### src/rtl/core/u8fib_pkg.sv
`timescale 1ns / 1ps
`default_nettype none
// ----------------------------------------------------------------------------
// u8fib_pkg
// Shared types, constants and the Fibonacci weight table for the
// UTF-8 to Fibonacci code encoder.
// ----------------------------------------------------------------------------
package u8fib_pkg;

  // result status codes
  localparam logic [1:0] ST_BYTE = 2'd0;
  localparam logic [1:0] ST_DONE = 2'd1;
  localparam logic [1:0] ST_ERR  = 2'd2;

  // largest legal code point
  localparam logic [20:0] CP_MAX = 21'd1114111;

  // number of Fibonacci weights, index of the largest one
  localparam int unsigned NUM_WEIGHTS = 30;
  localparam logic [4:0] TOP_IDX = 5'(NUM_WEIGHTS - 1);

  // controller to datapath commands
  typedef struct packed {
    logic cap;        // latch the input word
    logic dec_data;   // apply decode of a data byte
    logic walk;       // one greedy compare-subtract step
    logic append;     // merge code into pending bits
    logic put_err;    // load error result
    logic put_ok;     // load stream-finished result
    logic put_flush;  // load zero padded partial byte
    logic put_byte;   // load next full byte and drop it
    logic clear;      // return stream state to reset
  } u8fib_cmd_t;

  // datapath to controller status
  typedef struct packed {
    logic func;       // latched word is an end item
    logic err_seen;   // error seen in this stream
    logic cont_nz;    // sequence unfinished
    logic cnt_nz;     // pending bits present
    logic dec_fail;   // decode of latched byte fails
    logic dec_done;   // decode completes a code point
    logic walk_end;   // walk at smallest weight
    logic app_emit;   // append leaves a full byte
    logic emit_last;  // byte being emitted is the final one
    logic slot_free;  // output register can take a result
  } u8fib_sts_t;

  // Fibonacci weights, smallest first
  function automatic logic [20:0] fib_weight(input logic [4:0] idx);
    logic [20:0] w;
    unique case (idx)
      5'd0:  w = 21'd1;
      5'd1:  w = 21'd2;
      5'd2:  w = 21'd3;
      5'd3:  w = 21'd5;
      5'd4:  w = 21'd8;
      5'd5:  w = 21'd13;
      5'd6:  w = 21'd21;
      5'd7:  w = 21'd34;
      5'd8:  w = 21'd55;
      5'd9:  w = 21'd89;
      5'd10: w = 21'd144;
      5'd11: w = 21'd233;
      5'd12: w = 21'd377;
      5'd13: w = 21'd610;
      5'd14: w = 21'd987;
      5'd15: w = 21'd1597;
      5'd16: w = 21'd2584;
      5'd17: w = 21'd4181;
      5'd18: w = 21'd6765;
      5'd19: w = 21'd10946;
      5'd20: w = 21'd17711;
      5'd21: w = 21'd28657;
      5'd22: w = 21'd46368;
      5'd23: w = 21'd75025;
      5'd24: w = 21'd121393;
      5'd25: w = 21'd196418;
      5'd26: w = 21'd317811;
      5'd27: w = 21'd514229;
      5'd28: w = 21'd832040;
      5'd29: w = 21'd1346269;
      default: w = 21'h1FFFFF;
    endcase
    return w;
  endfunction

endpackage
`default_nettype wire

### src/rtl/core/u8fib_ctrl.sv
`timescale 1ns / 1ps
`default_nettype none
// ----------------------------------------------------------------------------
// u8fib_ctrl
// Sequencer: takes one word at a time, steps decode, the Zeckendorf walk,
// the merge into pending bits and the byte emission.
// ----------------------------------------------------------------------------
module u8fib_ctrl (
  input  wire                    clk,
  input  wire                    rst_n,
  input  wire                    in_tvalid,
  output logic                   in_tready,
  input  u8fib_pkg::u8fib_sts_t  sts,
  output u8fib_pkg::u8fib_cmd_t  cmd
);
  import u8fib_pkg::*;

  localparam logic [2:0] S_IDLE   = 3'd0;
  localparam logic [2:0] S_DECODE = 3'd1;
  localparam logic [2:0] S_WALK   = 3'd2;
  localparam logic [2:0] S_APPEND = 3'd3;
  localparam logic [2:0] S_EMIT   = 3'd4;
  localparam logic [2:0] S_FIN    = 3'd5;

  logic [2:0] state_r;
  logic [2:0] state_nxt;

  assign in_tready = (state_r == S_IDLE);

  // next state and command decode
  always_comb begin
    state_nxt = state_r;
    cmd       = '0;
    unique case (state_r)
      S_IDLE: begin
        if (in_tvalid) begin
          cmd.cap   = 1'b1;
          state_nxt = S_DECODE;
        end
      end
      S_DECODE: begin
        if (sts.slot_free) begin
          state_nxt = S_IDLE;
          if (sts.func) begin
            if (sts.err_seen || sts.cont_nz) begin
              cmd.put_err = 1'b1;
              cmd.clear   = 1'b1;
            end else if (sts.cnt_nz) begin
              cmd.put_flush = 1'b1;
              state_nxt     = S_FIN;
            end else begin
              cmd.put_ok = 1'b1;
              cmd.clear  = 1'b1;
            end
          end else if (!sts.err_seen) begin
            cmd.dec_data = 1'b1;
            if (sts.dec_fail) begin
              cmd.put_err = 1'b1;
            end else if (sts.dec_done) begin
              state_nxt = S_WALK;
            end
          end
        end
      end
      S_WALK: begin
        cmd.walk = 1'b1;
        if (sts.walk_end) begin
          state_nxt = S_APPEND;
        end
      end
      S_APPEND: begin
        cmd.append = 1'b1;
        state_nxt  = sts.app_emit ? S_EMIT : S_IDLE;
      end
      S_EMIT: begin
        if (sts.slot_free) begin
          cmd.put_byte = 1'b1;
          if (sts.emit_last) begin
            state_nxt = S_IDLE;
          end
        end
      end
      S_FIN: begin
        if (sts.slot_free) begin
          cmd.put_ok = 1'b1;
          cmd.clear  = 1'b1;
          state_nxt  = S_IDLE;
        end
      end
      default: begin
        state_nxt = S_IDLE;
      end
    endcase
  end

  // state register
  always_ff @(posedge clk) begin
    if (!rst_n) begin
      state_r <= S_IDLE;
    end else begin
      state_r <= state_nxt;
    end
  end

endmodule
`default_nettype wire

### src/rtl/core/u8fib_dp.sv
`timescale 1ns / 1ps
`default_nettype none
// ----------------------------------------------------------------------------
// u8fib_dp
// Datapath: input word register, UTF-8 assembly, greedy Fibonacci walk,
// pending bit buffer and the output register.
// ----------------------------------------------------------------------------
module u8fib_dp (
  input  wire                    clk,
  input  wire                    rst_n,
  input  wire  [7:0]             in_tdata,
  input  wire                    in_tuser,
  output logic                   out_tvalid,
  input  wire                    out_tready,
  output logic [7:0]             out_tdata,
  output logic [1:0]             out_tuser,
  output logic                   out_tlast,
  input  u8fib_pkg::u8fib_cmd_t  cmd,
  output u8fib_pkg::u8fib_sts_t  sts
);
  import u8fib_pkg::*;

  // latched input word
  logic [7:0]  byte_r;
  logic        func_r;

  // stream state
  logic [20:0] accum_r,   accum_nxt;
  logic [1:0]  cont_r,    cont_nxt;
  logic        err_r,     err_nxt;
  logic [37:0] pend_r,    pend_nxt;
  logic [5:0]  count_r,   count_nxt;

  // walk registers
  logic [20:0] val_r,     val_nxt;
  logic [4:0]  idx_r,     idx_nxt;
  logic [30:0] code_r,    code_nxt;
  logic [4:0]  len_r,     len_nxt;
  logic        found_r,   found_nxt;

  // output register
  logic        ovld_r,    ovld_nxt;
  logic [7:0]  obyte_r,   obyte_nxt;
  logic [1:0]  ostat_r,   ostat_nxt;
  logic        olast_r,   olast_nxt;

  // decode of latched byte
  logic [20:0] dec_acc;
  logic [1:0]  dec_cont;
  logic        dec_bad;
  logic        dec_fin;
  logic        dec_big;
  logic [20:0] weight;
  logic        hit;
  logic [5:0]  count_app;

  always_comb begin
    dec_acc  = accum_r;
    dec_cont = cont_r;
    dec_bad  = 1'b0;
    dec_fin  = 1'b0;
    if (cont_r == 2'd0) begin
      priority if (!byte_r[7]) begin
        dec_acc = {13'd0, byte_r};
        dec_fin = 1'b1;
      end else if (byte_r[7:5] == 3'b110) begin
        dec_acc  = {16'd0, byte_r[4:0]};
        dec_cont = 2'd1;
      end else if (byte_r[7:4] == 4'b1110) begin
        dec_acc  = {17'd0, byte_r[3:0]};
        dec_cont = 2'd2;
      end else if (byte_r[7:3] == 5'b11110) begin
        dec_acc  = {18'd0, byte_r[2:0]};
        dec_cont = 2'd3;
      end else begin
        dec_bad = 1'b1;
      end
    end else begin
      if (byte_r[7:6] != 2'b10) begin
        dec_bad = 1'b1;
      end
      dec_acc  = {accum_r[14:0], byte_r[5:0]};
      dec_cont = cont_r - 2'd1;
      dec_fin  = (cont_r == 2'd1);
    end
    dec_big = dec_acc > CP_MAX;
  end

  assign weight    = fib_weight(idx_r);
  assign hit       = val_r >= weight;
  assign count_app = count_r + {1'b0, len_r};

  // status to controller
  assign sts.func      = func_r;
  assign sts.err_seen  = err_r;
  assign sts.cont_nz   = (cont_r != 2'd0);
  assign sts.cnt_nz    = (count_r != 6'd0);
  assign sts.dec_fail  = dec_bad || (dec_fin && dec_big);
  assign sts.dec_done  = dec_fin && !dec_bad && !dec_big;
  assign sts.walk_end  = (idx_r == 5'd0);
  assign sts.app_emit  = (count_app >= 6'd8);
  assign sts.emit_last = (count_r < 6'd16);
  assign sts.slot_free = !ovld_r || out_tready;

  // stream state and walk update
  always_comb begin
    accum_nxt = accum_r;
    cont_nxt  = cont_r;
    err_nxt   = err_r;
    pend_nxt  = pend_r;
    count_nxt = count_r;
    val_nxt   = val_r;
    idx_nxt   = idx_r;
    code_nxt  = code_r;
    len_nxt   = len_r;
    found_nxt = found_r;
    if (cmd.dec_data) begin
      if (sts.dec_fail) begin
        err_nxt   = 1'b1;
        cont_nxt  = 2'd0;
        accum_nxt = '0;
      end else if (dec_fin) begin
        accum_nxt = '0;
        cont_nxt  = 2'd0;
        val_nxt   = dec_acc + 21'd1;
        idx_nxt   = TOP_IDX;
        code_nxt  = '0;
        found_nxt = 1'b0;
      end else begin
        accum_nxt = dec_acc;
        cont_nxt  = dec_cont;
      end
    end
    if (cmd.walk) begin
      if (hit) begin
        val_nxt          = val_r - weight;
        code_nxt[idx_r]  = 1'b1;
        if (!found_r) begin
          code_nxt[idx_r + 5'd1] = 1'b1;
          len_nxt                = idx_r + 5'd2;
          found_nxt              = 1'b1;
        end
      end
      idx_nxt = idx_r - 5'd1;
    end
    if (cmd.append) begin
      pend_nxt  = pend_r | ({7'd0, code_r} << count_r);
      count_nxt = count_app;
    end
    if (cmd.put_byte) begin
      pend_nxt  = pend_r >> 8;
      count_nxt = count_r - 6'd8;
    end
    if (cmd.clear) begin
      accum_nxt = '0;
      cont_nxt  = 2'd0;
      err_nxt   = 1'b0;
      pend_nxt  = '0;
      count_nxt = '0;
    end
  end

  // output register load
  always_comb begin
    ovld_nxt  = ovld_r && !out_tready;
    obyte_nxt = obyte_r;
    ostat_nxt = ostat_r;
    olast_nxt = olast_r;
    priority if (cmd.put_err) begin
      ovld_nxt  = 1'b1;
      obyte_nxt = 8'd0;
      ostat_nxt = ST_ERR;
      olast_nxt = 1'b1;
    end else if (cmd.put_ok) begin
      ovld_nxt  = 1'b1;
      obyte_nxt = 8'd0;
      ostat_nxt = ST_DONE;
      olast_nxt = 1'b1;
    end else if (cmd.put_flush) begin
      ovld_nxt  = 1'b1;
      obyte_nxt = pend_r[7:0];
      ostat_nxt = ST_BYTE;
      olast_nxt = 1'b0;
    end else if (cmd.put_byte) begin
      ovld_nxt  = 1'b1;
      obyte_nxt = pend_r[7:0];
      ostat_nxt = ST_BYTE;
      olast_nxt = sts.emit_last;
    end else begin
    end
  end

  // control registers
  always_ff @(posedge clk) begin
    if (!rst_n) begin
      accum_r <= '0;
      cont_r  <= 2'd0;
      err_r   <= 1'b0;
      pend_r  <= '0;
      count_r <= '0;
      ovld_r  <= 1'b0;
    end else begin
      accum_r <= accum_nxt;
      cont_r  <= cont_nxt;
      err_r   <= err_nxt;
      pend_r  <= pend_nxt;
      count_r <= count_nxt;
      ovld_r  <= ovld_nxt;
    end
  end

  // payload registers
  always_ff @(posedge clk) begin
    if (cmd.cap) begin
      byte_r <= in_tdata;
      func_r <= in_tuser;
    end
    val_r   <= val_nxt;
    idx_r   <= idx_nxt;
    code_r  <= code_nxt;
    len_r   <= len_nxt;
    found_r <= found_nxt;
    obyte_r <= obyte_nxt;
    ostat_r <= ostat_nxt;
    olast_r <= olast_nxt;
  end

  assign out_tvalid = ovld_r;
  assign out_tdata  = obyte_r;
  assign out_tuser  = ostat_r;
  assign out_tlast  = olast_r;

endmodule
`default_nettype wire

### src/rtl/core/utf8_to_fibonacci_encoder.sv
`timescale 1ns / 1ps
`default_nettype none
// ----------------------------------------------------------------------------
// utf8_to_fibonacci_encoder
// Decodes a UTF-8 byte stream and packs the Fibonacci code of each code
// point plus one into bytes, least significant bit first.
// ----------------------------------------------------------------------------
// One word is handled at a time. A data byte that does not complete a code
// point is only decoded; one that completes a code point is decoded, then put
// through a greedy compare-subtract over the Fibonacci weights, largest first
// (one weight per cycle), then its code is merged into the pending bits and
// each full byte (up to 4) is emitted. An end word (tuser high) gives one or
// two results. Results stall in a single output register; the next word is
// taken once the current one is done. Malformed input gives a status 2 result
// and data words are dropped until the end word.
module utf8_to_fibonacci_encoder (
  input  wire        clk,
  input  wire        rst_n,
  input  wire        in_tvalid,
  output logic       in_tready,
  input  wire  [7:0] in_tdata,   // [7:0] in_byte
  input  wire        in_tuser,   // [0] func: 0 data byte, 1 end of stream
  output logic       out_tvalid,
  input  wire        out_tready,
  output logic [7:0] out_tdata,  // [7:0] out_byte
  output logic [1:0] out_tuser,  // [1:0] status: 0 byte, 1 finished, 2 error
  output logic       out_tlast   // last result of the input word
);
  import u8fib_pkg::*;

  u8fib_cmd_t cmd;
  u8fib_sts_t sts;

  // sequencer
  u8fib_ctrl u_ctrl (
    .clk       (clk),
    .rst_n     (rst_n),
    .in_tvalid (in_tvalid),
    .in_tready (in_tready),
    .sts       (sts),
    .cmd       (cmd)
  );

  // datapath
  u8fib_dp u_dp (
    .clk        (clk),
    .rst_n      (rst_n),
    .in_tdata   (in_tdata),
    .in_tuser   (in_tuser),
    .out_tvalid (out_tvalid),
    .out_tready (out_tready),
    .out_tdata  (out_tdata),
    .out_tuser  (out_tuser),
    .out_tlast  (out_tlast),
    .cmd        (cmd),
    .sts        (sts)
  );

endmodule
`default_nettype wire
### config.mk
export PLATFORM = sky130hd
export DESIGN_NAME = utf8_to_fibonacci_encoder
export DESIGN_NICKNAME = d
export VERILOG_FILES = /design/src/rtl/core/u8fib_pkg.sv /design/src/rtl/core/u8fib_ctrl.sv /design/src/rtl/core/u8fib_dp.sv /design/src/rtl/core/utf8_to_fibonacci_encoder.sv
export SDC_FILE = /design/constraint.sdc
export NUM_CORES = 1
export LEC_CHECK = 0
export ABC_AREA = 1
export BUFFER_PORTS_ARGS = -buffer_cell sky130_fd_sc_hd__buf_2
export CAP_MARGIN = 0
export CORE_MARGIN = 2
export CORE_UTILIZATION = 40
export DETAILED_ROUTE_END_ITERATION = 10
export PLACE_DENSITY = 0.64
export SLEW_MARGIN = 25
export SYNTH_ARGS = -nofsm -noshare
export SYNTH_HDL_FRONTEND = slang
export SYNTH_SLANG_ARGS = --single-unit
### constraint.sdc
create_clock -name clk -period 4.13 [get_ports clk]
set_input_delay 0.413 -clock clk [delete_from_list [all_inputs] [get_ports clk]]
set_output_delay 0.413 -clock clk [all_outputs]
set_load 0.005 [all_outputs]
# Word-level counts from Yosys, hierarchy flattened
# Memory sizes are Yosys's and may differ from the RTL's. A register that Yosys moved wholly into a read port is not among the register bits.
# Index checks and enable logic that the tools add are counted.
word_totals:
  ram_bits: 0
  word_cells: 194
  register_bits: 155
  mem_bits_ro: 672
  out_inout_bits: 13
  mem_count: 1
  input_bits: 13
  latch_bits: 0
mem_list:
  columns: ["name", "depth", "word_bits", "read_ports", "rd_clocked_by_memory_dff", "wr", "line_no", "rtl"]
  rows:
  - ["(no name shown)", 32, 21, 1, 1, 0, "u8fib_pkg.sv:52", "unique case (idx)"]
op_classes:
  reduce_logical: 31
  addsub: 8
  multipliers: 0
  n_shift: 1
  order_cmp: 8
  n_eq_ne: 19
  muxes: 103
  bitwise: 5
  n_div: 0
ops:
  columns: ["op", "count"]
  rows:
  - ["$mux 21", 12]
  - ["$mux 31", 6]
  - ["$or 31x31->31", 2]
  - ["$mux 30", 2]
  - ["$mux 1", 43]
  - ["$or 38x38->38", 1]
  - ["$shl 31x6->38", 1]
  - ["$mux 3", 12]
  - ["$mux 2", 14]
  - ["$mux 5", 5]
  - ["$add 21x1->21 const B", 1]
  - ["$ge 21x21->1", 1]
  - ["$gt 21x21->1 const B", 1]
  - ["$sub 21x21->21", 1]
  - ["$pmux 3 s6", 1]
  - ["$mux 8", 2]
  - ["$ne 2x2->1 const B", 8]
  - ["$lt 5x6->1 const B", 2]
  - ["$mux 6", 2]
  - ["$demux 1 s5", 2]
  - ["$ge 5x1->1 const B", 2]
  - ["$reduce_bool 2->1", 5]
  - ["$eq 3x3->1 const B", 3]
  - ["$reduce_and 3->1", 3]
  - ["other kinds (29)", 43]

# Logic depth before layout (Yosys ltp)
logic_depth:
  word_depth: 17
  ltp_mapped: 26
  ltp_nobuf: 25

# Hierarchy
# A second synthesis with hierarchy kept.
hier_totals:
  cells_unflattened: 1699
  hier_area_um2: 11523.6
modules_own_cells:
  columns: ["module", "area_per_inst_um2", "seq_area_each_um2", "instances", "cells_each"]
  rows:
  - ["u8fib_dp", 11167.0, 3653.5, 1, 1637]
  - ["u8fib_ctrl", 356.6, 60.1, 1, 62]

# Least setup slack after synthesis
# OpenSTA, ideal clock, no wires.
synth_timing:
  kind: "register to register"
  start: "register u_dp.byte_r[7]"
  end: "register u_dp.weight[4] (netlist name)"
  arrival_time_ps: 2983
  slack_ps: 1034
  setup_ps: 112
  stages_incl_launch_ff: 23
  path_buffers: 1
  t_required_ps: 4018
  period_less_slack_ps: 3096
  cell_sequence: "edfxtp_1 nand2_2 nor2_2 nor2_4 nand2_4 o21ai_2 ha_1 a21boi_1 nand2_2 nor2_4 nand3_1 nand3_2 nand2_4 buf_8 nand3_1 nand2_2 inv_1 ha_1 nand3_1 nand3_1 nand2_1 nand2_1 nand2_1"
synth_between:
  elab_chain_len: 12
  word_cells_on_any_way: 24
  cone_classes: "1 x order compare; 5 x eq/ne; 14 x mux; 4 x reduce/logical"
synth_rtl:
  columns: ["element", "line_no", "rtl"]
  rows:
  - ["from (decl)", "u8fib_dp.sv:24", "logic [7:0] byte_r;"]
  - ["from (signal assigned)", "u8fib_dp.sv:215", "byte_r <= in_tdata;"]
  - ["$eq 5x5->1", "u8fib_dp.sv:72", "end else if (byte_r[7:3] == 5'b11110) begin"]
  - ["$mux 21", "u8fib_dp.sv:72", null]
  - ["$mux 21", "u8fib_dp.sv:69", "end else if (byte_r[7:4] == 4'b1110) begin"]
  - ["$mux 21", "u8fib_dp.sv:66", "end else if (byte_r[7:5] == 3'b110) begin"]
  - ["$mux 21", "u8fib_dp.sv:63", "priority if (!byte_r[7]) begin"]
  - ["$mux 21", "u8fib_dp.sv:62", "if (cont_r == 2'd0) begin"]
  - ["$gt 21x21->1", "u8fib_dp.sv:86", "dec_big = dec_acc > CP_MAX;"]
  - ["$logic_and 1x1->1", "u8fib_dp.sv:98", "assign sts.dec_fail = dec_bad || (dec_fin && dec_big);"]
  - ["$logic_or 1x1->1", "u8fib_dp.sv:98", null]
  - ["$ne 2x2->1 (no line)", null, null]
  - ["$reduce_and 3->1 (no line) *", null, null]
  - ["$mux 5 (no line) *", null, null]
# Mark *: on every way between the ends. The rest lies on a longest branch, timed or not.
# A chain may end at the register's enable or synchronous reset.

# Worst setup path after layout
layout_timing:
  start: "register u_dp.byte_r[7]"
  end: "register u_dp.weight[0] (netlist name)"
layout_between:
  elab_chain_len: 12
  word_cells_on_any_way: 24
  cone_classes: "1 x order compare; 5 x eq/ne; 14 x mux; 4 x reduce/logical"
layout_rtl:
  columns: ["element", "line_no"]
  rows:
  - ["$eq 5x5->1", "u8fib_dp.sv:72"]
  - ["$mux 21", "u8fib_dp.sv:72"]
  - ["$mux 21", "u8fib_dp.sv:69"]
  - ["$mux 21", "u8fib_dp.sv:66"]
  - ["$mux 21", "u8fib_dp.sv:63"]
  - ["$mux 21", "u8fib_dp.sv:62"]
  - ["$gt 21x21->1", "u8fib_dp.sv:86"]
  - ["$logic_and 1x1->1", "u8fib_dp.sv:98"]
  - ["$logic_or 1x1->1", "u8fib_dp.sv:98"]
  - ["$ne 2x2->1 (no line)", null]
  - ["$reduce_and 3->1 (no line) *", null]
  - ["$mux 5 (no line) *", null]
# Marks and branches as above.

==> results.py <==
metrics = {
    "status": {
        "outcome": "finished, final reports clean",
    },
    "place": {
        "dp_hpwl_mm": 23.0,
        "io_buffers": 25,
        "gp_congestion": 0.982,
        "placed_area_mm2": 0.0117,
        "place_ws_ps": 602,
    },
    "timing": {
        "slew_headroom_pct": 39.4,
        "slew_violations": 0,
        "rsz0062_at_grt": "false",
        "layout_min_cycle_time_ps": 3570,
        "min_period_over_period_pct": 86.5,
        "setup_viol": 0,
        "finClkSkew_ps": 12.4,
        "fin_setup_tns_ps": 0,
        "layout_setup_ws_ps": 559,
        "hold_violations": 0,
        "worst_pin_slew_ps": 906,
        "max_freq_mhz": 280,
    },
    "yosys": {
        "synth_fp_nets": 1739,
        "postSynth.asyncResetShare_pct": 0,
        "synth_edf_count": 19,
        "synth_top_area_share_pct": 27.8,
        "synthDistinctLibCells": 57,
        "synth_area_per_cell_um2": 6.74,
        "synth_area_mm2": 0.0113,
        "yosys.area.top_type": "dfxtp_1",
        "yosys_register_bits": 176,
        "synth_flop_cell": "dfxtp_1",
        "yosysWarnings": 0,
        "synthTopCellsByArea": "dfxtp_1, nand2_1, o21ai_0, inv_1, edfxtp_1",
        "synth_cells": 1681,
        "ys_seq_area_share_pct": 32.8,
    },
    "setup_path": {
        "arrival_ps": 3900,
        "worstSetupPathType": "reg2reg",
        "cp_max_fo": 16,
        "required_ps": 4460,
        "cpMaxStageDelayCell": "edfxtp_1",
        "end_kind": "flop",
        "cp-start-kind": "flop",
        "slowest_delay_ps": 430,
        "cp_cell_sequence": "nand2_2 -> inv_2 -> nand3_4 -> nand2_4 -> nand2_1 -> o21ai_2 -> ha_1 -> a21boi_1 -> nand2_2 -> nor2_4 -> nand3_1 -> nand3_2 -> nand2_4 -> nand3_1 -> nand2_2 -> inv_1 -> ha_1 -> nand3_1 -> nand3_1 -> nand2_1 -> nand2_1 -> nand2_1",
    },
    "cts": {
        "cts_tree": "done",
        "cts_max_path_buffers": 2,
        "root_buffer": "clkbuf_16",
        "clk_latency_ps": 430,
        "h-tree-depth": 4,
        "clock-sinks": 176,
        "clk_pin_slew_ps": 80,
        "cts_setup_buffers": 0,
        "ctsHoldBuffers": 0,
        "numCtsBuffers": 17,
        "cts_resized": 0,
    },
    "global_route": {
        "grt-ovfl-total": 0,
        "grt_pass1_wl_mm": 50.0,
        "antenna_found_initial": 0,
        "grt_usage_pct": 21.0,
        "grt_pass1_vias": 9844,
        "grt_max_degree": 51,
    },
    "finish": {
        "num-fill-cells": 2851,
        "diodes": 0,
        "design_area_mm2": 0.0123,
        "layout.nets": 1728,
        "drive_gt1_share_pct": 8.56,
        "synthToLayoutAreaGrowth_pct": 8.85,
    },
    "power": {
        "pwr-share-comb_pct": 34.4,
        "p_leak_nw": 5.23,
        "p_int_mw": 3.65,
        "swShare_pct": 37.8,
        "clockPowerShare_pct": 28.0,
        "peakVddDrop_mv": 0.297,
        "power_mw": 5.87,
        "power_frac_seq_pct": 37.6,
        "powerDensity_mw_per_mm2": 476,
        "p_sw_mw": 2.22,
    },
    "die": {
        "num_io_pins": 26,
        "die_w_um": 172,
        "core_mm2": 0.0279,
        "dieArea_mm2": 0.0297,
        "row_count": 61,
        "initial_core_util_pct": 40.7,
        "dieHeight_um": 172,
    },
    "detailed_routing": {
        "postRouteAntennaNets": 0,
        "wl_per_cell_um": 14.9,
        "dr.pass1.iters": 5,
        "route.detailed.drc": 0,
        "wl_mm": 30.7,
        "vias": 10800,
        "via_per_inst": 5.23,
        "first_iter_violations": 946,
    },
    "run": {
        "cap_violations": 0,
    },
    "worst_hold_path": {
        "hold_class": "in2reg",
    },
}
worst paths after layout:
path                                  start                             end  slack [ps]  cells past startpoint
min                             in_tdata[5]        u_dp.byte_r[5]$_DFFE_PP_         150                      1
min reg2reg  u_dp.out_tuser[0]$_SDFFE_PP0P_  u_dp.out_tuser[0]$_SDFFE_PP0P_         460                      2
max                u_dp.byte_r[7]$_DFFE_PP_          u_dp.weight[0]$_DFF_P_         560                     22
max reg2reg        u_dp.byte_r[7]$_DFFE_PP_          u_dp.weight[0]$_DFF_P_         560                     22
power groups by stage:
| stage | registers, mW | clock network, mW | logic, mW |
|---|---|---|---|
| CTS | 2.20 | 1.67 | 1.99 |
| global placement | 2.23 | 0 | 1.96 |
| detailed placement | 2.24 | 0 | 1.97 |
| finish | 2.21 | 1.65 | 2.02 |
| floorplan | 2.18 | 0 | 1.49 |
| global route | 2.23 | 1.73 | 2.29 |
cells in the final DEF, fill, tap and decap left out, types with 5 or more instances in the layout:
cell type  netlist  final
o21ai_1          6      6
a22oi_1         10     10
nand4_1         10     10
inv_6            0      5
nor2_4           5      5
mux2i_1         13     13
dfxtp_1        157    156
nor3_1          16     15
o21ai_0        185    185
inv_2            9      9
nand2_4          8      8
ha_1            43     43
inv_1          188    188
nand2_1        428    428
o211ai_1        11     11
o21a_1           6      6
nor2_1         109    109
nand2_2         20     20
xnor2_1         14     14
xor2_1          23     23
a31oi_1         26     26
buf_4            1     21
o22ai_1         35     35
clkbuf_16        0     17
a21oi_1         92     92
nand3_1        102    102
nand3_2          9      9
edfxtp_1        19     19
a211oi_1        17     17
buf_2           10     25
worst max-delay path: cells and delay by family (launching register included):
family	cells	cell delay [ps]
adders and majority gates	2	450
DFF	1	430
AOI/OAI and AO/OA	2	320
and+or+nand+nor	16	1990
buffers and inverters	2	260
per-stage QoR:
stage	util [%]	cells	hold WS (ps)
floorplan	-	1681	431
global placement	42.2	2029	443
detailed placement	42.2	2029	450
CTS	44.3	2061	139
global route	44.3	2061	133
finish	44.3	2061	150
area by class of cell:
cell class / count / area, µm² / area share [%]
clock buffers: 18 / 429 / 3.48
clock inverters: 14 / 154 / 1.25
inverters: 202 / 762 / 6.18
multi-input cells: 1227 / 6510 / 52.8
flip-flops and latches: 176 / 3710 / 30.1
well taps: 378 / 473 / 3.84
repair buffers: 46 / 283 / 2.29
synth_stat cells (10+ instances only):
master    count
nand2_1     428
inv_1       188
o21ai_0     185
dfxtp_1     157
nor2_1      109
nand3_1     102
a21oi_1      92
clkbuf_1     52
ha_1         43
o22ai_1      35
a31oi_1      26
xor2_1       23
nand2_2      20
edfxtp_1     19
a211oi_1     17
nor3_1       16
xnor2_1      14
mux2i_1      13
o211ai_1     11
a22oi_1      10
buf_2        10
nand4_1      10
logic make-up after synthesis:
family	after synthesis	share of synthesized area (%)
XOR/XNOR	37	2.86
multiplexers	13	1.15
adder cells (fa/ha/maj)	45	5.10
AO/OA/AOI/OAI	414	20.8
flip-flops	176	32.8
AND/OR/NAND/NOR	718	27.6
buffers and inverters	278	9.75
flip-flops by register name, indices dropped and copies added, names as in the netlist, 3 cells and up:
name	flops
u_dp.accum_r	21
u_dp.idx_r	5
u_dp.out_tdata	8
u_dp.count_r	6
u_dp.code_r	31
u_dp.byte_r	8
u_dp.len_r	5
u_dp.weight	21
u_ctrl.state_r	3
u_dp.pend_r	38
u_dp.val_r	21
metal layers:
layer,up-vias,track usage [%],part of all wire (%)
met5,-,0,0
met4,0,6.83,1.7
met3,39,2.77,4.1
met2,287,32.9,44
met1,4879,29.9,50
li1,5564,-,-
Power figures use the tool's default switching activity.
